--- src/design/swt_pkg.sv ---
// Types and constants for the sleep/wake-up timer table.
// Used by the front, queue, back, top level and checker.
`default_nettype none

package swt_pkg;

    localparam int TICK_RATE_W  = 21;
    localparam int PID_W        = 16;
    localparam int AMOUNT_W     = 32;
    localparam int KIND_W       = 3;
    localparam int COUNT_W      = 64;
    localparam int PROD_W       = AMOUNT_W + TICK_RATE_W;
    localparam int DIVD_W       = 56;
    localparam int PRE_SHIFT    = 6;
    localparam int DIV_SRC_W    = PROD_W - PRE_SHIFT;
    localparam int MUL_PART_W   = 24;
    localparam int RECIP_W      = 2 * MUL_PART_W;
    localparam int RECIP_SHIFT  = 61;
    localparam int ACC_W        = DIV_SRC_W + RECIP_W;
    localparam int DIV_STEPS    = 4;
    localparam int STEP_W       = $clog2(DIV_STEPS);
    localparam int REM_W        = 20;
    localparam int Q_DEPTH      = 4;
    localparam int Q_AW         = $clog2(Q_DEPTH);

    localparam logic [REM_W-1:0]       USEC_PER_SEC  = REM_W'(1000000);
    localparam logic [TICK_RATE_W-1:0] TICK_RATE_RST = TICK_RATE_W'(18);
    // x / 1000000 == ((x >> 6) * USEC_RECIP) >> 61, exact for any x below 2^53
    localparam logic [RECIP_W-1:0]     USEC_RECIP    = 48'd147573952589677;

    typedef enum logic [1:0] {
        ACT_TICK  = 2'd0,
        ACT_TICKS = 2'd1,
        ACT_SEC   = 2'd2,
        ACT_USEC  = 2'd3
    } action_t;

    typedef enum logic [KIND_W-1:0] {
        KIND_WOKEN    = 3'd0,
        KIND_ACCEPTED = 3'd1,
        KIND_ZERO     = 3'd2,
        KIND_FULL     = 3'd3,
        KIND_NONE     = 3'd4
    } kind_t;

    typedef enum logic [1:0] {
        OP_TICK  = 2'd0,
        OP_SLEEP = 2'd1,
        OP_ZERO  = 2'd2
    } op_t;

    typedef struct packed {
        op_t               op;
        logic [PID_W-1:0]  proc_id;
        logic [PROD_W-1:0] wait_ticks;
    } q_entry_t;

endpackage

`default_nettype wire

--- src/design/swt_fifo.sv ---
// Short queue between the front end and the table engine.
// Depends on swt_pkg for the entry type and depth.
`default_nettype none

module swt_fifo (
    input  logic              clk,
    input  logic              rst_n,
    input  logic              push,
    input  swt_pkg::q_entry_t push_entry,
    output logic              full,
    input  logic              pop,
    output logic              pop_valid,
    output swt_pkg::q_entry_t pop_entry
);
    import swt_pkg::*;

    q_entry_t          store_reg [Q_DEPTH];
    logic [Q_AW-1:0]   wr_ptr_reg, rd_ptr_reg;
    logic [Q_AW:0]     cnt_reg;

    assign full      = (cnt_reg == (Q_AW+1)'(Q_DEPTH));
    assign pop_valid = (cnt_reg != '0);
    assign pop_entry = store_reg[rd_ptr_reg];

    always_ff @(posedge clk or negedge rst_n)
    begin
        if (!rst_n)
        begin
            wr_ptr_reg <= '0;
            rd_ptr_reg <= '0;
            cnt_reg    <= '0;
        end
        else
        begin
            if (push)
                wr_ptr_reg <= wr_ptr_reg + 1'b1;
            if (pop)
                rd_ptr_reg <= rd_ptr_reg + 1'b1;
            if (push && !pop)
                cnt_reg <= cnt_reg + 1'b1;
            else if (pop && !push)
                cnt_reg <= cnt_reg - 1'b1;
        end
    end

    always_ff @(posedge clk)
    begin
        if (push)
            store_reg[wr_ptr_reg] <= push_entry;
    end

endmodule

`default_nettype wire

--- config.mk ---
export PLATFORM = sky130hd
export DESIGN_NAME = swt_fifo
export DESIGN_NICKNAME = d
export VERILOG_FILES = /design/src/design/swt_pkg.sv /design/src/design/swt_fifo.sv
export SDC_FILE = /design/constraint.sdc
export NUM_CORES = 1
export LEC_CHECK = 0
export BUFFER_PORTS_ARGS = -buffer_cell sky130_fd_sc_hd__buf_4
export CORE_AREA = 2 2 143 145
export DETAILED_ROUTE_END_ITERATION = 6
export DIE_AREA = 0 0 145 147
export GPL_TIMING_DRIVEN = 0
export PLACE_DENSITY = 0.85
export SLEW_MARGIN = 0
export SYNTH_ARGS = -nofsm -noshare
export SYNTH_HDL_FRONTEND = slang
export SYNTH_SLANG_ARGS = --single-unit
--- constraint.sdc ---
create_clock -name clk -period 7.06 [get_ports clk]
set_input_delay 0.353 -clock clk [delete_from_list [all_inputs] [get_ports clk]]
set_output_delay 0.353 -clock clk [all_outputs]
set_load 0.01 [all_outputs]
After elaboration in Yosys (flattened, before gate mapping)
Memory sizes are Yosys's and may differ from the RTL's.
Index checks and enable logic that the tools add are counted.
- add/sub/neg operators: 4
- eq/ne operators: 1
- multiplexer cells: 4
- reduce and logical (&&, ||, !) cells: 6
- operator list (cell ; number):
    $mux 3 ; 2
    $add 2x1->2 const B ; 2
    $add 3x1->3 const B ; 1
    $eq 3x3->1 const B ; 1
    $reduce_bool 3->1 ; 1
    $sub 3x1->3 const B ; 1
    $logic_and 1x1->1 ; 2
    $logic_not 1->1 ; 2
    $mux 1 ; 2
    $reduce_bool 2->1 ; 1
- bits in registers: 7
- memory bits (writable): 284
- input bits: 75
- output and inout port bits: 73
- memories: 1
- memory list (memory ; depth ; bits a word ; read ports ; clocked after memory_dff ; wr ports ; RTL line ; source):
    store_reg ; 4 ; 71 ; 1 ; 0 ; 1 ; swt_fifo.sv:17 ; q_entry_t store_reg [Q_DEPTH];

Logic depth before layout (Yosys ltp)
Gate-level depths: netlist of run 1.
- depth in word-level cells: 4
- gate-level depth with buffers: 7
- depth with buffers taken out: 7

Worst setup path before layout of run 1
Ideal clock, no wire load.
- path kind: register -> register
- from: register wr_ptr_reg[0]
- to: memory store_reg[2][0] (netlist name) (enable)
- library setup time: 0.437 ns
- arrival time: 2.277 ns
- slack: 4.346 ns
- cell stages (with the launch flop): 4
- buffers on the path: 0
- clock period less this slack: 2.714 ns
- cells stage by stage: dfrtp_1 > inv_1 > ha_1 > and2_1
- RTL lines (what ; RTL line ; source):
    start, declared ; swt_fifo.sv:18 ; logic [Q_AW-1:0] wr_ptr_reg, rd_ptr_reg;
    start signal, assigned ; swt_fifo.sv:36 ; wr_ptr_reg <= wr_ptr_reg + 1'b1;
    end, declared ; swt_fifo.sv:17 ;
No word-level cell before the write port.

==> results of run 1 <==
==> placed cells by master, fill, tap and decap left out, types with 5 or more instances in the layout <==
cell type      count
dfrtp_1            7
clkinv_2           6
buf_2              8
buf_12            11
ha_1               5
mux4_2            70
clkbuf_1           7
buf_4            147
clkbuf_16         29
dlygate4sd3_1      7
edfxtp_1         284
==> per-stage QoR <==
| step | worst slack (ns) | hold WS [ns] | power [W] | utilization | area, um^2 |
|---|---|---|---|---|---|
| final | 4.70 | 0.0241 | 0.00560 | 0.669 | 13300 |
| after global routing | 4.62 | 0.0000817 | 0.00585 | 0.669 | 13300 |
| after CTS | 4.64 | 0.0000528 | 0.00568 | 0.668 | 13200 |
| after detailed placement | 5.17 | 0.170 | 0.00415 | 0.617 | 12200 |
| after global placement | 3.24 | 0.166 | 0.00410 | 0.613 | 12200 |
| after floorplan | 4.35 | 0.0574 | 0.00342 | - | 10700 |
==> layout make-up <==
class                   count  share of cell area
clock buffers              38              0.0587
flip-flops and latches    291               0.656
inverters                   4             0.00113
clock inverters            14              0.0131
repair buffers            158              0.0945
well taps                 270              0.0255
multi-input cells          94               0.137
plain buffers              16              0.0144
==> synth_stat cells (all sizes together) <==
cell type,n
xor2,4
nand2,2
buf,16
nor2,1
xnor2,2
fa,1
mux2,1
ha,5
and2,4
or3,1
nor3b,1
inv,4
mux4,71
o21ai,1
edfxtp,284
dfrtp,7
==> critical path, cell delays in order (launching register included) <==
cell     delay [ns]
dfrtp_1        0.34
buf_6          0.24
buf_12         0.19
mux4_2         0.54
buf_4          0.17
==> power breakdown <==
part	internal, W	switching (W)	total [W]
sequential	0.00226	0.0000801	0.00234
combinational	0.000920	0.000833	0.00175
clock	0.000919	0.000593	0.00151
==> kinds of logic after synthesis <==
family / Yosys count
mux: 72
compound gates: 1
xor+xnor: 6
fa+ha+maj: 6
buf+inv: 20
simple gates: 9
flops: 291
==> worst max-delay path by stage <==
stage,startpoint,endpoint,slack (ns),depth (start not counted)
after CTS,rd_ptr_reg[0],pop_entry[19],4.64,4
after global routing,rd_ptr_reg[1],pop_entry[19],4.62,4
final,rd_ptr_reg[0],pop_entry[19],4.70,4
after global placement,wr_ptr_reg[0],store_reg[0][21],3.24,3
after floorplan,wr_ptr_reg[0],store_reg[2][0],4.35,3
after detailed placement,wr_ptr_reg[0],store_reg[0][21],5.17,4
==> layer usage <==
metal / track usage / vias up / share of wire
met5: 0 / - / 0
met4: 0.0376 / 0 / 0.014
met3: 0.0416 / 27 / 0.060
met2: 0.305 / 157 / 0.52
met1: 0.230 / 2500 / 0.40
li1: - / 2116 / -
==> metrics.txt, run 1 <==
RSZ-0062 raised after global routing false; endpoints failing hold 0; worst-path fanout max 10; complex-gate fraction of the synthesized area 0.000467; post-synthesis sequential area ratio 0.812; Total GRT Usage 0.175; vias in the first global route 5,210; multi-input logic area 1810 um^2; Final period util 0.334; vias per inst 5.42; residual DRC count 0; final setup vio count 0; power density cells around 420 nW/um^2; detailed-route via count 4,800; synth unique cells 19; area grow syn2layout 23.8%; dpl cells 826; CTS Hold Buffers Added 5; diodes inserted 0; number of synthesized register bits roughly 290; non-filler cells, final about 890; clock buffer depth 3; reg2reg start wr_ptr_reg[0]; Hold WC Path Type in -> reg; largest family of logic cells by synthesized area multiplexers; overall die height 147 um; Leakage 4.60 nW; initial antenna violation count 0; Synth top area share 0.796; mapped cell area 10,700 um^2; worst clock skew 0.00891 ns; capturing point of the worst reg2reg path store_reg[0][25]; clock sinks 291; status finished, final reports clean; Final ANT Viol Nets 0; hold path startpoint push_entry[6]; reg2reg path depth 4; XOR/XNOR Fraction of Synth Area 0.00490; WS Path Type reg -> out; fin crit period 2.36 ns; largest area contributor in the netlist edfxtp_1; syn_area_per_cell ~26 um^2; post-DR wirelength/cell 20.9 um; post-synthesis simple-gate area fraction 0.00467; setup TNS 0 ns; total die area 21,300 um^2; Max Freq 0.424 GHz; synthesis warning total 0; Root Driver clkbuf_16; Congestion Overflow GR 0; startpoint types flip-flop; FF+latch area 8700 um^2; Post-Synth Adder-Cell Area 0.00771; CTS HTree Levels 1; IO Count 148; Final #Nets 674; Inserted Clock Buffers 28; final wirelength 18,500 um; largest net degree at the start of global routing 37; max FFs per register 284; core area 19,800 um^2; initial drt markers 277; Slew headroom 0.615; synth top area cells edfxtp_1, mux4_2, dfrtp_1; IO buf count between 100 and 150; WP data arrival 2.00 ns; Hold Path Sink store_reg[2][6]; Starting Density 0.540; CTS tree yes; RD Place Congestion approximately 0.67; die width 145 um; hpwl dp 11,500 um; Syn Inst Count 405; Post-CTS Setup Inserts 0; worst-margin pin slew 0.577 ns; CP Data Required Time 6.71 ns; Pre-antenna DRT Iters 5; Max Cap Viol 0; Rows 52; Filler cells 1,213; share of cells above drive strength 1 0.463; clk slew on worst S/H paths 0.06 ns; final max-slew violation count 0; WHS Path Cells 1; Worst VDD drop between 300 and 400 uV; multiplexer share of the synthesized area 0.151; crit path capture type primary output; Worst-Skew Late Latency 0.52 ns; R2R setup slack just over 5 ns; first-pass GRT wire length slightly below 30,000 um; post-synth net total 486; # resized after CTS 0
(Power assumes the default switching activity.)
==> inputs of run 2 (changes only) <==
==> constraint.sdc (replaced) <==
create_clock -name clk -period 2.35 [get_ports clk]
set_input_delay 0.1175 -clock clk [delete_from_list [all_inputs] [get_ports clk]]
set_output_delay 0.1175 -clock clk [all_outputs]
set_load 0.01 [all_outputs]
==> run 2 against run 1 <==
  * Sequential power grew to 3.0 times the previous value
  * Die area stayed put
  * Critical path depth stayed put
  * Core utilization is 4.0 points higher
  * Power grew to 3.1 times the previous value
  * Clock power grew to 3.3 times the previous value
  * Via count is 6.8% higher
  * Sequential cell count stayed put
  * First-iteration DRC count is 40% higher
  * Wire length is 12% higher
  * Cell count is 7.6% higher
==> metrics.txt, run 2 (same netlist as run 1, synthesis figures left out) <==
Rows 52 (unchanged); Starting Density 0.540 (unchanged); Slew headroom 0.643 (+0.0278); non-filler cells, final 952 (+7.6%); CTS HTree Levels 1 (unchanged); Root Driver clkbuf_16; FF+latch area 8700 um^2 (unchanged); Leakage 4.94 nW (+7.3%); startpoint types flip-flop; Final ANT Viol Nets 0 (unchanged); clock buffer depth 3 (unchanged); post-DR wirelength/cell 21.7 um (+3.7%); WP data arrival 2.04 ns (+0.04 ns); capturing point of the worst reg2reg path store_reg[2][18]; Final #Nets 742 (+10%); Setup crit start rd_ptr_reg[1]; internal power 0.0128 W (+210%); status finished, final reports clean; most common cell after layout, fill and taps aside edfxtp_1; worst setup path endpoint pop_entry[9]; residual DRC count 0 (unchanged); core area 19,800 um^2 (unchanged); IO buf count 147 (unchanged); clock sinks 291 (unchanged); Clk pwr share 0.283 (+0.013); crit path cell chain buf_2, buf_2, mux4_2, buf_4; initial drt markers 389 (+40%); worst clock skew 0.0102 ns (+0.00126 ns); highest-count cells in the layout ignoring fill and taps edfxtp_1, buf_4, dlygate4sd3_1, mux4_2, clkbuf_16; vias per inst 5.38 (-0.74%); Worst VDD drop 849 uV (+140%); endpoints failing hold 0 (unchanged); dpl cells 826 (unchanged); share of cells above drive strength 1 0.419 (-0.0441); multi-input logic area 1810 um^2 (unchanged); Inserted Clock Buffers 28 (unchanged); final max-slew violation count 0 (unchanged); reg2reg start wr_ptr_reg[0]; Max Freq around 0.46 GHz; Filler cells 1,125 (-7.3%); hpwl dp 11,900 um (+3.6%); largest net degree at the start of global routing 42 (+14%); sw frac 0.269 (about the same); RSZ-0062 raised after global routing false; CP Data Required Time 2.23 ns (-4.48 ns); setup TNS 0 ns (unchanged); IO Count 148 (unchanged); Max stage delay cell, worst path mux4_2; sequential share of power 0.403 (-0.014); Congestion Overflow GR 0 (unchanged); fin crit period 2.16 ns; CTS tree yes; Total GRT Usage 0.198 (+0.0228); Crit path top cell by count buf_2; R2R setup slack 0.49 ns (-4.67 ns); power density cells 1240 nW/um^2 (+190%); Final period util 0.920; vias in the first global route 5,702 (+9.4%); worst-path fanout max 10 (unchanged); Max Cap Viol 0 (unchanged); crit path capture type primary output; WS Path Type reg -> out; # resized after CTS 0 (unchanged); diodes inserted 0 (unchanged); die width 145 um (unchanged); Hold WC Path Type in -> reg; combinational share of power 0.314 (about the same); max FFs per register 284 (unchanged); CTS Hold Buffers Added 75 (+70); overall power 0.0175 W (+210%); total die area 21,300 um^2 (unchanged); Pre-antenna DRT Iters 4 (-1); Post-CTS Setup Inserts 0 (unchanged); detailed-route via count 5,125 (+6.8%); reg2reg path depth 4 (unchanged); overall die height 147 um (unchanged); sw power 0.00469 W (+210%); final setup vio count 0 (unchanged); CP peak stage delay 0.39 ns (-0.15 ns); worst-margin pin slew 0.536 ns (-0.0417 ns); RD Place Congestion 0.664 (-0.30%); WHS 0.329 ns (+0.305 ns); Worst-Skew Late Latency 0.53 ns (about the same); clk slew on worst S/H paths 0.06 ns (about the same); initial antenna violation count 0 (unchanged); final wirelength 20,600 um (+12%); first-pass GRT wire length 32,400 um (+12%); area grow syn2layout 31.2%
[run 2: cell count changes in the layout (fill, tap and decap cells not counted), sizes merged]
cell and delta:
dlygate4sd3 +68, clkinvlp -1, clkbuf -6, bufinv +4
clkinv +2
[run 2: power by group through the flow]
stage	clock [W]	sequential [W]	combinational [W]
final	0.00494	0.00704	0.00549
after global routing	0.00524	0.00711	0.00585
after CTS	0.00502	0.00704	0.00556
after detailed placement	0	0.00714	0.00541
after global placement	0	0.00711	0.00518
after floorplan	0	0.00706	0.00319
[run 2: stage by stage]
step,area [um^2],setup WS [ns],utilization
floorplan,10700,0.410,-
global placement,12200,-0.192,0.613
detailed placement,12300,0.473,0.619
CTS,14100,0.119,0.709
global route,14100,0.0826,0.709
finish,14100,0.188,0.709
[run 2: area by class of cell]
class / instances / area share
flip-flops and latches: 291 / 0.619
repair buffers: 226 / 0.140
multi-input cells: 94 / 0.129
clock buffers: 32 / 0.0524
well taps: 270 / 0.0240
clock inverters: 19 / 0.0212
plain buffers: 16 / 0.0136
inverters: 4 / 0.00107
[run 2: worst max-delay path, delay by kind of cell (launching register included)]
family | cells | cell delay [ns]
buffers and inverters | 3 | 0.82
multiplexers | 1 | 0.39
flip-flops | 1 | 0.31
[run 2: how the worst min path moves through the flow]
stage              startpoint               end  cells past startpoint
2_1_floorplan           rst_n        cnt_reg[0]                      0
3_3_place_gp            rst_n        cnt_reg[1]                      1
3_5_place_dp            rst_n        cnt_reg[2]                      1
4_1_cts        push_entry[55]  store_reg[0][55]                      2
5_1_grt        push_entry[58]  store_reg[2][58]                      2
6_report       push_entry[58]  store_reg[3][58]                      2
[run 2: layer usage]
| metal | global-route usage | vias to the layer above | part of all wire |
|---|---|---|---|
| li1 | - | 2248 | - |
| met1 | 0.255 | 2671 | 0.40 |
| met2 | 0.354 | 173 | 0.53 |
| met3 | 0.0342 | 33 | 0.049 |
| met4 | 0.0540 | 0 | 0.021 |
| met5 | 0 | - | 0 |
