$ cat src/design/swt_pkg.sv
// Types and constants for the sleep/wake-up timer table.
// Used by the front, queue, back, top level and checker.
`default_nettype none

package swt_pkg;

    localparam int TICK_RATE_W  = 21;
    localparam int PID_W        = 16;
    localparam int AMOUNT_W     = 32;
    localparam int KIND_W       = 3;
    localparam int COUNT_W      = 64;
    localparam int PROD_W       = AMOUNT_W + TICK_RATE_W;
    localparam int DIVD_W       = 56;
    localparam int PRE_SHIFT    = 6;
    localparam int DIV_SRC_W    = PROD_W - PRE_SHIFT;
    localparam int MUL_PART_W   = 24;
    localparam int RECIP_W      = 2 * MUL_PART_W;
    localparam int RECIP_SHIFT  = 61;
    localparam int ACC_W        = DIV_SRC_W + RECIP_W;
    localparam int DIV_STEPS    = 4;
    localparam int STEP_W       = $clog2(DIV_STEPS);
    localparam int REM_W        = 20;
    localparam int Q_DEPTH      = 4;
    localparam int Q_AW         = $clog2(Q_DEPTH);

    localparam logic [REM_W-1:0]       USEC_PER_SEC  = REM_W'(1000000);
    localparam logic [TICK_RATE_W-1:0] TICK_RATE_RST = TICK_RATE_W'(18);
    // x / 1000000 == ((x >> 6) * USEC_RECIP) >> 61, exact for any x below 2^53
    localparam logic [RECIP_W-1:0]     USEC_RECIP    = 48'd147573952589677;

    typedef enum logic [1:0] {
        ACT_TICK  = 2'd0,
        ACT_TICKS = 2'd1,
        ACT_SEC   = 2'd2,
        ACT_USEC  = 2'd3
    } action_t;

    typedef enum logic [KIND_W-1:0] {
        KIND_WOKEN    = 3'd0,
        KIND_ACCEPTED = 3'd1,
        KIND_ZERO     = 3'd2,
        KIND_FULL     = 3'd3,
        KIND_NONE     = 3'd4
    } kind_t;

    typedef enum logic [1:0] {
        OP_TICK  = 2'd0,
        OP_SLEEP = 2'd1,
        OP_ZERO  = 2'd2
    } op_t;

    typedef struct packed {
        op_t               op;
        logic [PID_W-1:0]  proc_id;
        logic [PROD_W-1:0] wait_ticks;
    } q_entry_t;

endpackage

`default_nettype wire

$ cat src/design/swt_back.sv
// Table engine: tick counter, sleeper table memory, wake scan and output register.
// Depends on swt_pkg.
`default_nettype none

module swt_back #(
    parameter int SLOTS = 16
) (
    input  logic                      clk,
    input  logic                      rst_n,
    input  logic                      q_valid,
    input  swt_pkg::q_entry_t         q_entry,
    output logic                      q_pop,
    output logic                      out_valid,
    input  logic                      out_stall,
    output logic [swt_pkg::KIND_W-1:0] kind,
    output logic [swt_pkg::PID_W-1:0] woken_id,
    output logic                      last
);
    import swt_pkg::*;

    localparam int CNT_W = $clog2(SLOTS + 1);
    localparam int AW    = (SLOTS > 1) ? $clog2(SLOTS) : 1;
    localparam logic [CNT_W-1:0] SLOTS_C = CNT_W'(SLOTS);

    typedef enum logic [2:0] {
        B_IDLE = 3'b001,
        B_SCAN = 3'b010,
        B_FIN  = 3'b100
    } bstate_t;

    bstate_t              state_reg, state_next;
    logic [COUNT_W-1:0]   count_reg, count_next;
    logic [CNT_W-1:0]     fill_reg, fill_next;
    logic [CNT_W-1:0]     scan_reg, scan_next;
    logic [CNT_W-1:0]     keep_reg, keep_next;
    logic [CNT_W-1:0]     scan_inc;
    logic                 pend_valid_reg, pend_valid_next;
    logic [PID_W-1:0]     pend_id_reg, pend_id_next;
    logic                 out_valid_reg, out_valid_next;
    kind_t                out_kind_reg;
    logic [PID_W-1:0]     out_id_reg;
    logic                 out_last_reg;

    logic [PID_W-1:0]     proc_mem [SLOTS];
    logic [COUNT_W-1:0]   dl_mem [SLOTS];
    logic [PID_W-1:0]     rd_proc_reg;
    logic [COUNT_W-1:0]   rd_dl_reg;
    logic [AW-1:0]        rd_addr;

    logic                 wr_en;
    logic [AW-1:0]        wr_addr;
    logic [PID_W-1:0]     wr_proc;
    logic [COUNT_W-1:0]   wr_dl;

    logic                 out_free;
    logic                 emit;
    kind_t                emit_kind;
    logic [PID_W-1:0]     emit_id;
    logic                 emit_last;
    logic                 advance;

    assign out_free  = !out_valid_reg || !out_stall;
    assign scan_inc  = scan_reg + 1'b1;
    assign rd_addr   = scan_next[AW-1:0];
    assign out_valid = out_valid_reg;
    assign kind      = out_kind_reg;
    assign woken_id  = out_id_reg;
    assign last      = out_last_reg;

    always_comb
    begin
        state_next      = state_reg;
        count_next      = count_reg;
        fill_next       = fill_reg;
        scan_next       = scan_reg;
        keep_next       = keep_reg;
        pend_valid_next = pend_valid_reg;
        pend_id_next    = pend_id_reg;
        q_pop           = 1'b0;
        wr_en           = 1'b0;
        wr_addr         = fill_reg[AW-1:0];
        wr_proc         = q_entry.proc_id;
        wr_dl           = count_reg + COUNT_W'(q_entry.wait_ticks);
        emit            = 1'b0;
        emit_kind       = KIND_NONE;
        emit_id         = '0;
        emit_last       = 1'b1;
        advance         = 1'b0;
        unique case (state_reg)
            B_IDLE:
            begin
                scan_next = '0;
                if (q_valid)
                begin
                    unique case (q_entry.op)
                        OP_TICK:
                        begin
                            q_pop           = 1'b1;
                            count_next      = count_reg + COUNT_W'(1);
                            keep_next       = '0;
                            pend_valid_next = 1'b0;
                            state_next      = (fill_reg == '0) ? B_FIN : B_SCAN;
                        end
                        OP_SLEEP:
                        begin
                            if (out_free)
                            begin
                                q_pop   = 1'b1;
                                emit    = 1'b1;
                                emit_id = q_entry.proc_id;
                                if (fill_reg == SLOTS_C)
                                begin
                                    emit_kind = KIND_FULL;
                                end
                                else
                                begin
                                    emit_kind = KIND_ACCEPTED;
                                    wr_en     = 1'b1;
                                    fill_next = fill_reg + 1'b1;
                                end
                            end
                        end
                        OP_ZERO:
                        begin
                            if (out_free)
                            begin
                                q_pop     = 1'b1;
                                emit      = 1'b1;
                                emit_kind = KIND_ZERO;
                                emit_id   = q_entry.proc_id;
                            end
                        end
                        default:
                        begin
                            q_pop = 1'b1;
                        end
                    endcase
                end
            end
            B_SCAN:
            begin
                if (rd_dl_reg <= count_reg)
                begin
                    // hold one due sleeper back so the final report can carry last
                    if (!pend_valid_reg || out_free)
                    begin
                        advance         = 1'b1;
                        emit            = pend_valid_reg;
                        emit_kind       = KIND_WOKEN;
                        emit_id         = pend_id_reg;
                        emit_last       = 1'b0;
                        pend_valid_next = 1'b1;
                        pend_id_next    = rd_proc_reg;
                    end
                end
                else
                begin
                    advance   = 1'b1;
                    wr_en     = 1'b1;
                    wr_addr   = keep_reg[AW-1:0];
                    wr_proc   = rd_proc_reg;
                    wr_dl     = rd_dl_reg;
                    keep_next = keep_reg + 1'b1;
                end
                if (advance)
                begin
                    scan_next = scan_inc;
                    if (scan_inc == fill_reg)
                        state_next = B_FIN;
                end
            end
            B_FIN:
            begin
                if (out_free)
                begin
                    emit            = 1'b1;
                    emit_kind       = pend_valid_reg ? KIND_WOKEN : KIND_NONE;
                    emit_id         = pend_valid_reg ? pend_id_reg : '0;
                    emit_last       = 1'b1;
                    pend_valid_next = 1'b0;
                    fill_next       = keep_reg;
                    state_next      = B_IDLE;
                end
            end
            default:
            begin
                state_next = B_IDLE;
            end
        endcase
        if (emit)
            out_valid_next = 1'b1;
        else if (!out_stall)
            out_valid_next = 1'b0;
        else
            out_valid_next = out_valid_reg;
    end

    always_ff @(posedge clk or negedge rst_n)
    begin
        if (!rst_n)
        begin
            state_reg      <= B_IDLE;
            count_reg      <= '0;
            fill_reg       <= '0;
            scan_reg       <= '0;
            keep_reg       <= '0;
            pend_valid_reg <= 1'b0;
            out_valid_reg  <= 1'b0;
        end
        else
        begin
            state_reg      <= state_next;
            count_reg      <= count_next;
            fill_reg       <= fill_next;
            scan_reg       <= scan_next;
            keep_reg       <= keep_next;
            pend_valid_reg <= pend_valid_next;
            out_valid_reg  <= out_valid_next;
        end
    end

    always_ff @(posedge clk)
    begin
        pend_id_reg <= pend_id_next;
        if (emit)
        begin
            out_kind_reg <= emit_kind;
            out_id_reg   <= emit_id;
            out_last_reg <= emit_last;
        end
    end

    always_ff @(posedge clk)
    begin
        if (wr_en)
        begin
            proc_mem[wr_addr] <= wr_proc;
            dl_mem[wr_addr]   <= wr_dl;
        end
        rd_proc_reg <= proc_mem[rd_addr];
        rd_dl_reg   <= dl_mem[rd_addr];
    end

endmodule

`default_nettype wire

$ cat config.mk
export PLATFORM = sky130hd
export DESIGN_NAME = swt_back
export DESIGN_NICKNAME = d
export VERILOG_FILES = /design/src/design/swt_pkg.sv /design/src/design/swt_back.sv
export SDC_FILE = /design/constraint.sdc
export NUM_CORES = 2
export LEC_CHECK = 0
export ABC_AREA = 1
export BUFFER_PORTS_ARGS = -buffer_cell sky130_fd_sc_hd__buf_2
export CORE_ASPECT_RATIO = 1.25
export CORE_MARGIN = 2
export CORE_UTILIZATION = 28
export CTS_BUF_LIST = sky130_fd_sc_hd__clkbuf_4
export DETAILED_ROUTE_END_ITERATION = 16
export PLACE_DENSITY = 0.41
export SYNTH_ARGS = -nofsm -noshare
export SYNTH_HDL_FRONTEND = slang
export SYNTH_SLANG_ARGS = --single-unit
$ cat constraint.sdc
create_clock -name clk -period 11.9 [get_ports clk]
set_input_delay 1.19 -clock clk [delete_from_list [all_inputs] [get_ports clk]]
set_output_delay 1.19 -clock clk [all_outputs]
set_load 0.1 [all_outputs]
Word level (Yosys, flattened, before mapping)
Memories as Yosys holds them, arrays and structs flattened. A register that Yosys moved wholly into a read port is not among the register bits.
Index checks and enable logic that the tools add are counted.
W data, S select, Z words.
- $add $sub $neg: 5
- order comparisons: 1
- equality and inequality tests: 19
- muxes and demuxes: 72
- reduce and logical (&&, ||, !) cells: 19
- operators with widths (cell ; number):
    $mux W16 ; 9
    $mux W64 ; 2
    $add A64 B1 Y64 const B ; 1
    $add A64 B53 Y64 ; 1
    $le A64 B64 Y1 ; 1
    $pmux W16 S3 ; 1
    $mux W5 ; 9
    $mux W3 ; 13
    $pmux W5 S2 ; 3
    $mux W1 ; 26
    $ne A2 B2 Y1 const B ; 9
    $pmux W3 S3 ; 2
    $add A5 B1 Y5 const B ; 3
    $reduce_and A6 Y1 ; 2
    $mux W4 ; 2
    $ne A2 B1 Y1 const B ; 3
    $pmux W1 S3 ; 2
    $pmux W3 S2 ; 1
    $reduce_and A3 Y1 ; 2
    $eq A5 B5 Y1 ; 1
    $eq A5 B5 Y1 const B ; 1
    $logic_not A5 Y1 ; 1
    $reduce_and A5 Y1 ; 1
    $reduce_and A2 Y1 ; 2
    other kinds (14) ; 18
- flip-flop bits (word level): 120
- RAM bits: 1280
- logic and storage cells: 130
- memories: 2
- memories (memory ; words ; width ; rd ports ; clocked after Yosys merged registers in ; write ports ; RTL line ; RTL):
    dl_mem ; 16 ; 64 ; 1 ; 1 ; 1 ; swt_back.sv:45 ; logic [COUNT_W-1:0] dl_mem [SLOTS];
    proc_mem ; 16 ; 16 ; 1 ; 1 ; 1 ; swt_back.sv:44 ; logic [PID_W-1:0] proc_mem [SLOTS];

Logic depth before layout (Yosys ltp)
- depth after elaboration: 8
- mapped depth: 27
- gate-level depth less buffers: 25

Worst setup path before layout
OpenSTA, ideal clock, no wires.
- path type: register -> register
- start point: reg count_reg[9]
- end point: mem dl_mem[12][0] (enable)
- setup time: 616 ps
- data arrival time: 7805 ps
- data required time: 11284 ps
- slack: 3479 ps
- stages on the path, launching flop included: 19
- buffers on the path: 2
- cells stage by stage: dfrtp_1 -> clkbuf_1 -> inv_1 -> ha_1 -> nand3_1 -> nor3_1 -> nand2_1 -> nand2_1 -> nand2_1 -> nand2_1 -> nand2_1 -> nand2_1 -> nand3_4 -> inv_2 -> clkbuf_1 -> nand2_1 -> o21ai_0 -> nand3_1 -> nor3_1
- longest elaborated chain between the ends: 5
- elaborated cells between the ends (all ways): 7
- those cells by class: order compare: 1; mux: 6
- ends and longest elaborated chain (what ; RTL line ; RTL):
    from (decl) ; swt_back.sv:32 ; logic [COUNT_W-1:0] count_reg, count_next;
    from (signal assigned) ; swt_back.sv:213 ; count_reg <= count_next;
    $le A64 B64 Y1 * ; swt_back.sv:142 ; if (rd_dl_reg <= count_reg)
    $mux W1 ; swt_back.sv:142 ;
    $pmux W1 S2 ; swt_back.sv:89 ; unique case (state_reg)
    $mux W1 ; swt_back.sv:235 ; if (wr_en)
    $mux W1 (implied by the code) ; swt_back.sv:238 ; dl_mem[wr_addr] <= wr_dl;
    to (decl) ; swt_back.sv:45 ;
Every way passes the cells marked *; elsewhere a longest branch is shown, timed or not.

Worst setup path after layout
- start point: reg count_reg[55]
- end point: mem dl_mem[5][40] (enable)
The elaborated chain is that of the path after synthesis.

==> impl_metrics.json <==
{
  "worstSetupStartpoint": "count_reg[55]",
  "io_pins": 97,
  "leakagePower_nw": 33.9,
  "finalSetupViolCount": 0,
  "clkSinkCount": 1480,
  "htree_levels": 5,
  "hold_path_class": "in -> reg",
  "path_common_cell": "buf_4",
  "r2r-end": "dl_mem[5][40]",
  "dieHeight_um": 562,
  "setup.worst_path.end": "dl_mem[5][40]",
  "yosysTopAreaCell": "edfxtp_1",
  "fin_area_sq_um": 79200,
  "worstHoldStart": "q_entry[58]",
  "syn_avg_cell_area_sq_um": 9.79,
  "cp_data_required_time_ns": 12.67,
  "ys.flop_type": "edfxtp_1",
  "drc": 0,
  "dpl_cell_area_sq_um": 74100,
  "synth_edf_count": 1316,
  "r2r-start": "count_reg[55]",
  "arrival_ns": 7.42,
  "power.density_nw_per_um2": 216,
  "tns_ns": 0,
  "cpPeakStageDelay_ns": 0.79,
  "syn_to_final_growth_pct": 13.4,
  "clk_pin_slew_ns": 0.07,
  "synth_sequential_area_ratio_pct": 61.9,
  "synthCells": 7135,
  "place.gp.congestion": 0.849,
  "grt_pass1_wl_mm": 352,
  "r2r_cells": 15,
  "post-cts-setup-buffers": 0,
  "dieArea_sq_um": 253000,
  "place_hpwl_mm": 136,
  "io_buffer_count": 96,
  "clk_path_buf_depth": 4,
  "fin_crit_ns": 6.65,
  "ys_warn_count": 0,
  "drt_iter0_drc": 3515,
  "numCtsBuffers": 395,
  "track_usage_pct": 18.6,
  "routed_wl_mm": 240,
  "yosysMostFrequentCell": "nand3_1",
  "maxCapViolCount": 0,
  "drive_above_1_share_pct": 11.7,
  "async_reset_ff_share_pct": 5.68,
  "die_w_um": 451,
  "hold-worst-slack_ns": 0.349,
  "yosysUniqueCellTypes": 56,
  "top_regs": "dl_mem x1024, proc_mem x256",
  "row_count": 205,
  "rsz0062_at_grt": "false",
  "syn_nets": 7336,
  "clock_skew_ns": 0.135,
  "crit_type": "reg -> reg",
  "slowest_stage": "nor2_4",
  "period_share_pct": 55.9,
  "insertion_delay_ns": 1.22,
  "antenna_found_initial": 13,
  "hold_viol": 0,
  "reg2reg_slack_ns": 5.25,
  "first_pass_iters": 6,
  "largest_register_ffs": 1024,
  "status": "complete, no violations",
  "startpoint_type": "flop",
  "synth_seq_cells": 1480,
  "viasPerCell": 4.66,
  "start_util_pct": 28.1,
  "worst_setup_path_end_kind": "flop",
  "cts-root-buf": "clkbuf_4",
  "nets": 7606,
  "grt_pass1_vias": 51800,
  "core_area_sq_um": 249000,
  "synth_top_area_share_pct": 56.6,
  "drtAntennaViolNets": 0,
  "yosys-top-cells-count": "nand3_1, inv_1, edfxtp_1",
  "grt-ovfl-total": 0,
  "cts_tree": "built",
  "cp_max_fo": 43,
  "top_register": "dl_mem",
  "drv_slew": 0,
  "wire_per_inst_um": 21.8,
  "slew_headroom_pct": 18.5,
  "max-vdd-ir-drop_v": 0.000142,
  "grt_max_degree": 152,
  "path_cells": "inv_1 > ha_1 > nand2_1 > nor2_1 > nand3_1 > nor3b_2 > nand4_1 > nand3_4 > buf_4 > clkinv_2 > o21ai_0 > nand3_1 > nor2_4 > buf_4 > buf_4",
  "synth_area_leaders": "edfxtp_1, nand3_1, inv_1, nand2_1, dfrtp_1",
  "vias": 51400,
  "syn_area_sq_um": 69800,
  "fmax_mhz": 150,
  "worstMarginPinSlew_ns": 1.21
}
## cell usage in the layout, fill, tap and decap left out, types with 4 or more instances in the layout
| master | synthesis | final |
|---|---|---|
| nor3_2 | 1 | 5 |
| a31oi_1 | 10 | 10 |
| clkbuf_4 | 0 | 593 |
| o2bb2ai_1 | 16 | 16 |
| edfxtp_1 | 1316 | 1316 |
| nand3b_1 | 81 | 81 |
| nor2_4 | 0 | 12 |
| o211ai_1 | 7 | 7 |
| xor2_1 | 103 | 103 |
| dfrtp_1 | 83 | 83 |
| a21o_1 | 11 | 11 |
| o21ai_1 | 8 | 12 |
| inv_2 | 13 | 11 |
| clkinvlp_4 | 0 | 5 |
| nand3_1 | 1669 | 1669 |
| buf_12 | 0 | 8 |
| nor4_1 | 18 | 18 |
| bufinv_16 | 0 | 6 |
| o21bai_1 | 5 | 5 |
| xnor2_1 | 26 | 26 |
| nand3_4 | 2 | 4 |
| nand4_1 | 27 | 27 |
| inv_1 | 1495 | 1495 |
| o21a_1 | 8 | 8 |
| buf_4 | 4 | 113 |
| dfxtp_1 | 80 | 80 |
| nor2_1 | 166 | 153 |
| clkinv_2 | 0 | 16 |
| nand2_1 | 1160 | 1158 |
| ha_1 | 125 | 125 |
| or2_2 | 7 | 7 |
| clkinv_1 | 1 | 78 |
| o21ai_0 | 136 | 129 |
| nor2_2 | 3 | 4 |
| buf_2 | 211 | 95 |
| a21oi_1 | 127 | 127 |
| nor3_1 | 54 | 50 |
| diode_2 | 0 | 5 |
## logic make-up (layout without fill, tap and decap cells)
| family | after synthesis | count (layout) | share of synthesized area [%] |
|---|---|---|---|
| flip-flops | 1480 | 1480 | 61.9 |
| XOR/XNOR | 129 | 129 | 1.62 |
| buffers and inverters | 1853 | 2426 | 10.4 |
| multiplexers | 1 | 1 | 0.0143 |
| adder cells (fa/ha/maj) | 126 | 126 | 2.27 |
| other | 0 | 5 | 0 |
| AO/OA/AOI/OAI | 342 | 342 | 2.75 |
| AND/OR/NAND/NOR | 3204 | 3204 | 21.1 |
## worst max-delay path, delay by kind of cell (launching register included)
kind / cells / cell delay, ns
AND/OR/NAND/NOR: 8 / 2.70
adder cells (fa/ha/maj): 1 / 0.31
AO/OA/AOI/OAI: 1 / 0.59
flip-flops: 1 / 0.46
buffers and inverters: 5 / 2.09
## layer usage
metal / track usage [%] / up-vias / share of wire, %
met2: 31.2 / 1335 / 48
met5: 0 / - / 0.011
li1: - / 24400 / -
met4: 5.31 / 4 / 2.3
met3: 2.81 / 345 / 4.8
met1: 24.8 / 25300 / 45
## final cells by class
type                       instances  area [sq um]
fill                           26000        170000
inverter                        1509          5690
tap                             3312          4140
antenna                            5          12.5
clock buffer                     593          4450
sequential                      1480         43200
clock inverter                   107           607
timing repair buffer             217          1490
multi-input combinational       3802         19600
## how the worst min path moves through the flow
stage	to	cells past startpoint
3_5_place_dp	pend_id_reg[5]	0
6_report	woken_id[5]	3
5_1_grt	woken_id[5]	3
2_1_floorplan	pend_id_reg[0]	0
4_1_cts	woken_id[5]	3
3_3_place_gp	pend_id_reg[7]	0
## report_power, final
part / switching [W] / internal (W) / leakage [nW] / total (W)
Combinational: 0.00441 / 0.00143 / 17.7 / 0.00584
Sequential: 0.000272 / 0.00635 / 13.2 / 0.00663
Clock: 0.00222 / 0.00240 / 3.01 / 0.00462
## metrics by stage
stage	cells	setup WS, ns	power (W)	utilization [%]
after floorplan	7135	3.48	0.0103	-
after global placement	10300	5.15	0.0127	29.8
after detailed placement	10300	5.13	0.0127	29.8
after CTS	11000	5.01	0.0174	31.8
after global routing	11000	4.70	0.0182	31.8
final	11000	5.25	0.0171	31.8
## timing repair
item	in CTS	in global routing
endpoints found under the setup margin	0	0
gates resized for setup	0	0
hold endpoints to repair	42	0
hold buffers	1	0
Power figures use the tool's default switching activity.
