===== src/design/swt_pkg.sv =====
// Types and constants for the sleep/wake-up timer table.
// Used by the front, queue, back, top level and checker.
`default_nettype none

package swt_pkg;

    localparam int TICK_RATE_W  = 21;
    localparam int PID_W        = 16;
    localparam int AMOUNT_W     = 32;
    localparam int KIND_W       = 3;
    localparam int COUNT_W      = 64;
    localparam int PROD_W       = AMOUNT_W + TICK_RATE_W;
    localparam int DIVD_W       = 56;
    localparam int PRE_SHIFT    = 6;
    localparam int DIV_SRC_W    = PROD_W - PRE_SHIFT;
    localparam int MUL_PART_W   = 24;
    localparam int RECIP_W      = 2 * MUL_PART_W;
    localparam int RECIP_SHIFT  = 61;
    localparam int ACC_W        = DIV_SRC_W + RECIP_W;
    localparam int DIV_STEPS    = 4;
    localparam int STEP_W       = $clog2(DIV_STEPS);
    localparam int REM_W        = 20;
    localparam int Q_DEPTH      = 4;
    localparam int Q_AW         = $clog2(Q_DEPTH);

    localparam logic [REM_W-1:0]       USEC_PER_SEC  = REM_W'(1000000);
    localparam logic [TICK_RATE_W-1:0] TICK_RATE_RST = TICK_RATE_W'(18);
    // x / 1000000 == ((x >> 6) * USEC_RECIP) >> 61, exact for any x below 2^53
    localparam logic [RECIP_W-1:0]     USEC_RECIP    = 48'd147573952589677;

    typedef enum logic [1:0] {
        ACT_TICK  = 2'd0,
        ACT_TICKS = 2'd1,
        ACT_SEC   = 2'd2,
        ACT_USEC  = 2'd3
    } action_t;

    typedef enum logic [KIND_W-1:0] {
        KIND_WOKEN    = 3'd0,
        KIND_ACCEPTED = 3'd1,
        KIND_ZERO     = 3'd2,
        KIND_FULL     = 3'd3,
        KIND_NONE     = 3'd4
    } kind_t;

    typedef enum logic [1:0] {
        OP_TICK  = 2'd0,
        OP_SLEEP = 2'd1,
        OP_ZERO  = 2'd2
    } op_t;

    typedef struct packed {
        op_t               op;
        logic [PID_W-1:0]  proc_id;
        logic [PROD_W-1:0] wait_ticks;
    } q_entry_t;

endpackage

`default_nettype wire


===== src/design/swt_front.sv =====
// Front end: accepts transactions, converts waits to ticks and classifies them.
// Holds the tick rate register; depends on swt_pkg.
`default_nettype none

module swt_front (
    input  logic                          clk,
    input  logic                          rst_n,
    input  logic                          in_valid,
    output logic                          in_stall,
    input  logic [1:0]                    action,
    input  logic [swt_pkg::PID_W-1:0]     proc_id,
    input  logic [swt_pkg::AMOUNT_W-1:0]  amount,
    input  logic                          cfg_valid,
    output logic                          cfg_ready,
    input  logic [swt_pkg::TICK_RATE_W-1:0] cfg_data,
    output logic                          q_push,
    input  logic                          q_full,
    output swt_pkg::q_entry_t             q_entry
);
    import swt_pkg::*;

    typedef enum logic [3:0] {
        F_IDLE = 4'b0001,
        F_MUL  = 4'b0010,
        F_DIV  = 4'b0100,
        F_PUSH = 4'b1000
    } fstate_t;

    fstate_t                 state_reg, state_next;
    logic [1:0]              act_reg, act_next;
    logic [PID_W-1:0]        pid_reg, pid_next;
    logic [AMOUNT_W-1:0]     amt_reg, amt_next;
    logic [DIVD_W-1:0]       dq_reg, dq_next;
    logic [ACC_W-1:0]        acc_reg, acc_next;
    logic [STEP_W-1:0]       step_reg, step_next;
    logic [TICK_RATE_W-1:0]  rate_reg;
    logic [PROD_W-1:0]       product;
    logic [DIV_SRC_W-1:0]    div_src;
    logic [MUL_PART_W-1:0]   a_part;
    logic [MUL_PART_W-1:0]   m_part;
    logic [RECIP_W-1:0]      part;
    logic [ACC_W-1:0]        part_shifted;
    logic [ACC_W-1:0]        acc_sum;

    assign cfg_ready = 1'b1;
    assign product   = amt_reg * rate_reg;
    assign in_stall  = (state_reg != F_IDLE);

    // one 24 x 24 partial product of (product >> 6) * USEC_RECIP per cycle
    assign div_src = dq_reg[PROD_W-1:PRE_SHIFT];
    assign a_part  = step_reg[1] ? MUL_PART_W'(div_src[DIV_SRC_W-1:MUL_PART_W])
                                 : div_src[MUL_PART_W-1:0];
    assign m_part  = step_reg[0] ? USEC_RECIP[RECIP_W-1:MUL_PART_W]
                                 : USEC_RECIP[MUL_PART_W-1:0];
    assign part    = a_part * m_part;
    assign acc_sum = acc_reg + part_shifted;

    always_comb
    begin
        case (step_reg)
            2'd0:    part_shifted = ACC_W'(part);
            2'd3:    part_shifted = ACC_W'(part) << (2 * MUL_PART_W);
            default: part_shifted = ACC_W'(part) << MUL_PART_W;
        endcase
    end

    always_comb
    begin
        state_next = state_reg;
        act_next   = act_reg;
        pid_next   = pid_reg;
        amt_next   = amt_reg;
        dq_next    = dq_reg;
        acc_next   = acc_reg;
        step_next  = step_reg;
        q_push     = 1'b0;
        q_entry.proc_id    = pid_reg;
        q_entry.wait_ticks = dq_reg[PROD_W-1:0];
        if (act_reg == ACT_TICK)
            q_entry.op = OP_TICK;
        else if (act_reg == ACT_USEC && dq_reg[PROD_W-1:0] == '0)
            q_entry.op = OP_ZERO;
        else
            q_entry.op = OP_SLEEP;
        unique case (state_reg)
            F_IDLE:
            begin
                if (in_valid)
                begin
                    act_next = action;
                    pid_next = proc_id;
                    amt_next = amount;
                    dq_next  = DIVD_W'(amount);
                    if (action == ACT_TICK || action == ACT_TICKS)
                        state_next = F_PUSH;
                    else
                        state_next = F_MUL;
                end
            end
            F_MUL:
            begin
                dq_next   = DIVD_W'(product);
                acc_next  = '0;
                step_next = '0;
                state_next = (act_reg == ACT_SEC) ? F_PUSH : F_DIV;
            end
            F_DIV:
            begin
                acc_next  = acc_sum;
                step_next = step_reg + 1'b1;
                if (step_reg == STEP_W'(DIV_STEPS - 1))
                begin
                    dq_next    = DIVD_W'(acc_sum[ACC_W-1:RECIP_SHIFT]);
                    state_next = F_PUSH;
                end
            end
            F_PUSH:
            begin
                if (!q_full)
                begin
                    q_push     = 1'b1;
                    state_next = F_IDLE;
                end
            end
            default:
            begin
                state_next = F_IDLE;
            end
        endcase
    end

    always_ff @(posedge clk or negedge rst_n)
    begin
        if (!rst_n)
        begin
            state_reg <= F_IDLE;
            rate_reg  <= TICK_RATE_RST;
        end
        else
        begin
            state_reg <= state_next;
            if (cfg_valid)
                rate_reg <= cfg_data;
        end
    end

    always_ff @(posedge clk)
    begin
        act_reg  <= act_next;
        pid_reg  <= pid_next;
        amt_reg  <= amt_next;
        dq_reg   <= dq_next;
        acc_reg  <= acc_next;
        step_reg <= step_next;
    end

endmodule

`default_nettype wire


===== config.mk =====
export PLATFORM = sky130hd
export DESIGN_NAME = swt_front
export DESIGN_NICKNAME = d
export VERILOG_FILES = /design/src/design/swt_pkg.sv /design/src/design/swt_front.sv
export SDC_FILE = /design/constraint.sdc
export NUM_CORES = 2
export LEC_CHECK = 0
export BUFFER_PORTS_ARGS = -buffer_cell sky130_fd_sc_hd__buf_2
export CAP_MARGIN = 30
export CORE_ASPECT_RATIO = 0.8
export CORE_MARGIN = 1
export CORE_UTILIZATION = 65
export CTS_BUF_LIST = sky130_fd_sc_hd__clkbuf_2
export CTS_CLUSTER_SIZE = 10
export DETAILED_ROUTE_END_ITERATION = 10
export HOLD_SLACK_MARGIN = 0.03
export PLACE_DENSITY_LB_ADDON = 0.1
export SETUP_SLACK_MARGIN = 0.15
export SLEW_MARGIN = 0
export SYNTH_ARGS = -nofsm -noshare
export SYNTH_HDL_FRONTEND = slang
export SYNTH_SLANG_ARGS = --single-unit

===== constraint.sdc =====
create_clock -name clk -period 18.7 [get_ports clk]
set_clock_uncertainty 0.15 [all_clocks]
set_input_delay 0.935 -clock clk [delete_from_list [all_inputs] [get_ports clk]]
set_output_delay 0.935 -clock clk [all_outputs]
set_load 0.05 [all_outputs]

# [Word level (Yosys, flattened, before mapping)]
# Cells that the tools add are included.
# W data, S select, Z words.
[totals] ff_bits=225 latchBits=0 mem_bits_rw=0 romBits=0 inputBits=76 out_inout_bits=74 word_cells=53 mem_count=0
[op_classes] addsub=2 multipliers=2 div_mod_pow=0 n_lt_le_gt_ge=0 n_eq_ne=12 shifts=0 muxes=18 bitwise=0 reduce_logical=11
[op_table] cell="$pmux W95 S2" n=2
[op_table] cell="$pmux W53 S3" n=1
[op_table] cell="$mux W53" n=2
[op_table] cell="$add A95 B95 Y95" n=1
[op_table] cell="$logic_not A53 Y1" n=1
[op_table] cell="$mul A32 B21 Y53" n=1
[op_table] cell="$mul A24 B24 Y48" n=1
[op_table] cell="$mux W24" n=2
[op_table] cell="$mux W4" n=5
[op_table] cell="$pmux W4 S4" n=1
[op_table] cell="$eq A2 B2 Y1 const B" n=3
[op_table] cell="$logic_not A2 Y1" n=3
[op_table] cell="$ne A2 B2 Y1 const B" n=3
[op_table] cell="$reduce_and A3 Y1" n=2
[op_table] cell="$eq A4 B1 Y1 const B" n=1
[op_table] cell="$eq A4 B2 Y1 const B" n=1
[op_table] cell="$eq A4 B3 Y1 const B" n=1
[op_table] cell="$eq A4 B4 Y1 const B" n=1
[op_table] cell="$mux W2" n=2
[op_table] cell="$ne A4 B1 Y1 const B" n=1
[op_table] cell="$pmux W2 S2" n=1
[op_table] cell="$reduce_bool A3 Y1" n=1
[op_table] cell="$add A2 B1 Y2 const B" n=1
[op_table] cell="$eq A2 B1 Y1 const B" n=1
[op_table] cell="5 further kinds" n=6

# [Depth between registers and ports, before layout]
[logic_depth] ltp_word=6 ltp_mapped=44 depth_no_buf=40

# [Least setup slack after synthesis]
# OpenSTA, ideal clock, no wires.
[synth_timing] path_kind="register -> register" startpoint="register step_reg[1]" endpoint="register dq_reg[29] (data pin)" setup_ns=0.261 arrival_ns=10.540 required_time_ns=18.289 setup_slack_ns=7.749 path_stages_with_launch=42 path_buffers=3 synth_period_minus_slack_ns=10.951 path_cell_list="edfxtp_1 > clkbuf_1 > buf_2 > mux2i_1 > clkinv_1 > nand2_1 > inv_1 > nor2_1 > nor2_1 > ha_1 > or2_2 > fa_1 > inv_1 > fa_1 > fa_1 > inv_1 > fa_1 > fa_1 > [6 not listed] > a21oi_1 > o311a_2 > a21oi_1 > a311o_1 > a311oi_2 > a31oi_1 > xor2_1 > a22o_1 > ha_1 > clkbuf_1 > nand4_1 > nor2_1 > or4b_2 > a21oi_1 > o21bai_1 > o21ai_0 > xor2_1 > a221o_1"
[synth_between] elab_chain_len=6 word_cells_on_any_way=8 classes_between="add/sub (1); mul (1); eq/ne (1); mux (4); reduce/logical (1)"
[synth_rtl] element="start: declaration" line="swt_front.sv:35" rtl="logic [STEP_W-1:0] step_reg, step_next;"
[synth_rtl] element="start signal: assignment" line="swt_front.sv:154" rtl="step_reg <= step_next;"
[synth_rtl] element="$mux W24" line="swt_front.sv:51" rtl="assign a_part = step_reg[1] ? MUL_PART_W'(div_src[DIV_SRC_W-1:MUL_PART_W])"
[synth_rtl] element="$mul A24 B24 Y48" line="swt_front.sv:55" rtl="assign part = a_part * m_part;"
[synth_rtl] element="$pmux W95 S2 (*)" line="swt_front.sv:60" rtl="case (step_reg)"
[synth_rtl] element="$add A95 B95 Y95 (*)" line="swt_front.sv:56" rtl="assign acc_sum = acc_reg + part_shifted;"
[synth_rtl] element="$mux W53 (*)" line="swt_front.sv:111" rtl="if (step_reg == STEP_W'(DIV_STEPS - 1))"
[synth_rtl] element="$pmux W53 S3 (*)" line="swt_front.sv:85" rtl="unique case (state_reg)"
[synth_rtl] element="named net dq_next[29]" line="swt_front.sv:33" rtl="logic [DIVD_W-1:0] dq_reg, dq_next;"
[synth_rtl] element="end signal: assignment" line="swt_front.sv:152" rtl="dq_reg <= dq_next;"
[synth_rtl] element="end: declaration" line="swt_front.sv:33"
# The timed path passes the listed nets; every way through them passes the cells marked *. The select of a mux whose other input is x is not followed.
# A chain may end at the register's enable or synchronous reset.

# [Worst setup path in the final report]
# Same ends and word-level chain as after synthesis.

==> results.sh <==
export IMPL_post_synth_instance_area_sq_mm=0.0497
export IMPL_grt_pass1_wl_um=246000
export IMPL_crit_path_max_fanout=25
export IMPL_start_util=0.658
export IMPL_cp_common_cell="sky130_fd_sc_hd__fa_1"
export IMPL_postSynth_asyncResetShare=0.111
export IMPL_gp_congestion=1.06
export IMPL_net_total_in_the_final_layout=7036
export IMPL_largest_reg_flops=95
export IMPL_core_sq_mm=0.0756
export IMPL_synthToLayoutAreaGrowth_pct=5.93
export IMPL_layout_cells_non_filler=6671
export IMPL_core_rowCount=90
export IMPL_slew_violations=0
export IMPL_cp_end_kind="flip-flop"
export IMPL_cts_setup_buffers=0
export IMPL_synth_warning_count=0
export IMPL_final_antenna_net_count=0
export IMPL_period_share=0.681
export IMPL_timing_critical_path_from="step_reg[1]"
export IMPL_grt_overflow_total=0
export IMPL_clk_latency_ps=1170
export IMPL_synth_avg_cell_area_sq_um=9.04
export IMPL_dr_first_iter_drc_count=4733
export IMPL_setup_worst_path_class="flip-flop to flip-flop"
export IMPL_grt_start_max_net_pins=74
export IMPL_hold_class="input pin to asynchronous set/reset pin"
export IMPL_gr_usage_met3=0.194
export IMPL_final_layout_size_suffix_gt1_frac=0.0699
export IMPL_average_routed_wire_per_standard_cell_um=24.2
export IMPL_critical_path_startpoint_type="flip-flop"
export IMPL_clock_pin_slew_of_the_registers_on_the_worst_case_setup_and_hold_paths_ps=140
export IMPL_cts_root_to_sink_buffers=3
export IMPL_clock_fmax_mhz=78.5
export IMPL_edff_count_synth=200
export IMPL_cts_made_buffers=67
export IMPL_wirelength_um=161000
export IMPL_grt_util_met2=0.556
export IMPL_vias=41000
export IMPL_synth_area_leader_cell="sky130_fd_sc_hd__fa_1"
export IMPL_fp_dieW_um=311
export IMPL_tns_ps=0
export IMPL_clock_tree_htree_level_count=3
export IMPL_top_level_ports=150
export IMPL_max_cap_violations=0
export IMPL_timing_critical_path_required_ps=19380
export IMPL_slowest_stage="sky130_fd_sc_hd__mux2i_1"
export IMPL_hold_viol=0
export IMPL_yosys_top_cells_area="sky130_fd_sc_hd__fa_1 (34%), sky130_fd_sc_hd__ha_1 (13%), sky130_fd_sc_hd__edfxtp_1 (12%)"
export IMPL_grt_pass1_vias=40500
export IMPL_drt_pass1_iterations=6
export IMPL_clock_tree_sinks=225
export IMPL_netlist_area_leader_share=0.340
export IMPL_vias_per_cell=6.14
export IMPL_timing_critical_path_arrival_ps=13410
export IMPL_netlist_instances=5502
export IMPL_tritoncts="built"
export IMPL_timing_slew_headroom=0.268
export IMPL_remaining_drc_errors=0
export IMPL_yosys_register_bits=225
export IMPL_grtUsageTotal=0.422
export IMPL_rsz0062_at_grt="false"
export IMPL_synth_lib_cells_used_distinct=90
export IMPL_grt_busiest_layer="met1"
export IMPL_post_place_cells=6460
export IMPL_rr_startpoint="step_reg[1]"
export IMPL_cts_root_buf="sky130_fd_sc_hd__clkbuf_2"
export IMPL_setup_violations_final=0
export IMPL_post_dp_hpwl_um=132000
export IMPL_die_height_um=249
export IMPL_ys_dominant_reg_cell="sky130_fd_sc_hd__edfxtp_1"
export IMPL_antenna_violations_before_repair=6
export IMPL_global_route_usage_met1=0.630
export IMPL_ys_seq_area_frac=0.133
export IMPL_fp_dieArea_sq_mm=0.0776
export IMPL_period_minus_slack_ps=12740
export IMPL_run_status="finished clean"
export IMPL_cpPeakStageDelay_ps=810
export IMPL_placement_io_buffers=148
export IMPL_slew_of_the_pin_with_the_lowest_slew_margin_ps=1100
==> path summary, 6_finish.rpt <==
path	endpoint	slack [ps]	cells past startpoint
max reg2reg	dq_reg[29]	5960	40
min reg2reg	rate_reg[7]	370	1
max	dq_reg[29]	5960	40
min	rate_reg[16]	210	2
max in group asynchronous	rate_reg[9]	17630	2
min in group clk	rate_reg[14]	220	2
==> critical path, delay by kind of cell (launching register included) <==
family,cells,cell delay (ps)
AO/OA/AOI/OAI,14,3990
XOR/XNOR,1,120
adder cells (fa/ha/maj),9,4050
buffers and inverters,7,1240
flip-flops,1,340
multiplexers,1,810
AND/OR/NAND/NOR,8,1760
==> stage by stage <==
stage | setup slack, ps | hold slack [ps] | cell area [sq um] | utilization
floorplan | 7750 | 382 | 49700 | -
global placement | 6300 | 343 | 51100 | 0.677
CTS | 6250 | 114 | 52600 | 0.695
detailed placement | 6280 | 348 | 51200 | 0.677
global route | 5310 | 143 | 52700 | 0.697
finish | 5960 | 214 | 52700 | 0.697
==> cell families after synthesis <==
| family | count (synthesis) | synth area share |
|---|---|---|
| simple gates | 1569 | 0.146 |
| fa+ha+maj | 1371 | 0.472 |
| buf+inv | 1262 | 0.0968 |
| compound gates | 819 | 0.105 |
| flops | 225 | 0.133 |
| xor+xnor | 202 | 0.0356 |
| mux | 52 | 0.0110 |
| other cells | 2 | 0.000151 |
==> synth_stat cells, types with 7 or more instances <==
library cell	count
sky130_fd_sc_hd__ha_1	517
sky130_fd_sc_hd__nor3_1	44
sky130_fd_sc_hd__inv_1	994
sky130_fd_sc_hd__a21o_1	86
sky130_fd_sc_hd__buf_2	10
sky130_fd_sc_hd__maj3_1	10
sky130_fd_sc_hd__or3_1	10
sky130_fd_sc_hd__o31ai_1	13
sky130_fd_sc_hd__edfxtp_1	200
sky130_fd_sc_hd__nand4_1	64
sky130_fd_sc_hd__clkinv_1	11
sky130_fd_sc_hd__clkbuf_1	231
sky130_fd_sc_hd__xnor2_1	132
sky130_fd_sc_hd__dfrtp_1	22
sky130_fd_sc_hd__xor2_1	70
sky130_fd_sc_hd__mux2_2	22
sky130_fd_sc_hd__nand3_1	38
sky130_fd_sc_hd__a22oi_1	8
sky130_fd_sc_hd__a21oi_1	259
sky130_fd_sc_hd__o21bai_1	47
sky130_fd_sc_hd__nor2b_1	21
sky130_fd_sc_hd__a22o_1	27
sky130_fd_sc_hd__and2_1	276
sky130_fd_sc_hd__nand2b_1	21
sky130_fd_sc_hd__and3_1	17
sky130_fd_sc_hd__nor2_1	311
sky130_fd_sc_hd__nand2_1	686
sky130_fd_sc_hd__mux2i_1	30
sky130_fd_sc_hd__fa_1	844
sky130_fd_sc_hd__o21a_1	41
sky130_fd_sc_hd__or2_2	29
sky130_fd_sc_hd__a31oi_1	28
sky130_fd_sc_hd__nor4_1	24
sky130_fd_sc_hd__buf_6	7
sky130_fd_sc_hd__o211ai_1	12
sky130_fd_sc_hd__o21ai_0	178
sky130_fd_sc_hd__a211oi_1	14
sky130_fd_sc_hd__o221ai_1	7
sky130_fd_sc_hd__a221o_1	21
==> repair_timing <==
item	4_1_cts	5_1_grt
hold buffers	75	0
gates resized for setup	0	0
endpoints found under the hold margin	100	0
endpoints found under the setup margin	0	0
==> cell type report <==
class / count / area [sq um]
multi-input combinational: 4016 / 38300
fill: 6096 / 22900
sequential: 225 / 6640
inverter: 1006 / 3780
timing repair buffer: 283 / 2020
tap: 1012 / 1270
clock buffer: 90 / 450
clock inverter: 27 / 183
antenna: 12 / 30.0
==> layout by cell type (no fill, tap or decap), types with 30 or more instances in the layout <==
master and count:
sky130_fd_sc_hd__nand3_1 38, sky130_fd_sc_hd__nand2_1 686, sky130_fd_sc_hd__o21a_1 40, sky130_fd_sc_hd__edfxtp_1 200
sky130_fd_sc_hd__inv_1 992, sky130_fd_sc_hd__fa_1 844, sky130_fd_sc_hd__o21ai_0 178, sky130_fd_sc_hd__nor2_1 310
sky130_fd_sc_hd__xor2_1 70, sky130_fd_sc_hd__a21oi_1 259, sky130_fd_sc_hd__mux2i_1 30, sky130_fd_sc_hd__a21o_1 86
sky130_fd_sc_hd__clkbuf_2 91, sky130_fd_sc_hd__o21bai_1 47, sky130_fd_sc_hd__ha_1 517, sky130_fd_sc_hd__and2_1 276
sky130_fd_sc_hd__dlygate4sd3_1 75, sky130_fd_sc_hd__nor3_1 44, sky130_fd_sc_hd__nand4_1 64, sky130_fd_sc_hd__buf_4 53
sky130_fd_sc_hd__xnor2_1 132, sky130_fd_sc_hd__buf_2 148
==> per-layer routing <==
layer	vias up	routed length, um
li1	17800	-
met1	20200	68000
met2	2641	62900
met3	287	26600
met4	0	3980
met5	-	0
Power is left out: the tool's default activity adds up to more than one toggle a clock period on the data nets, which glitch-free logic cannot reach.
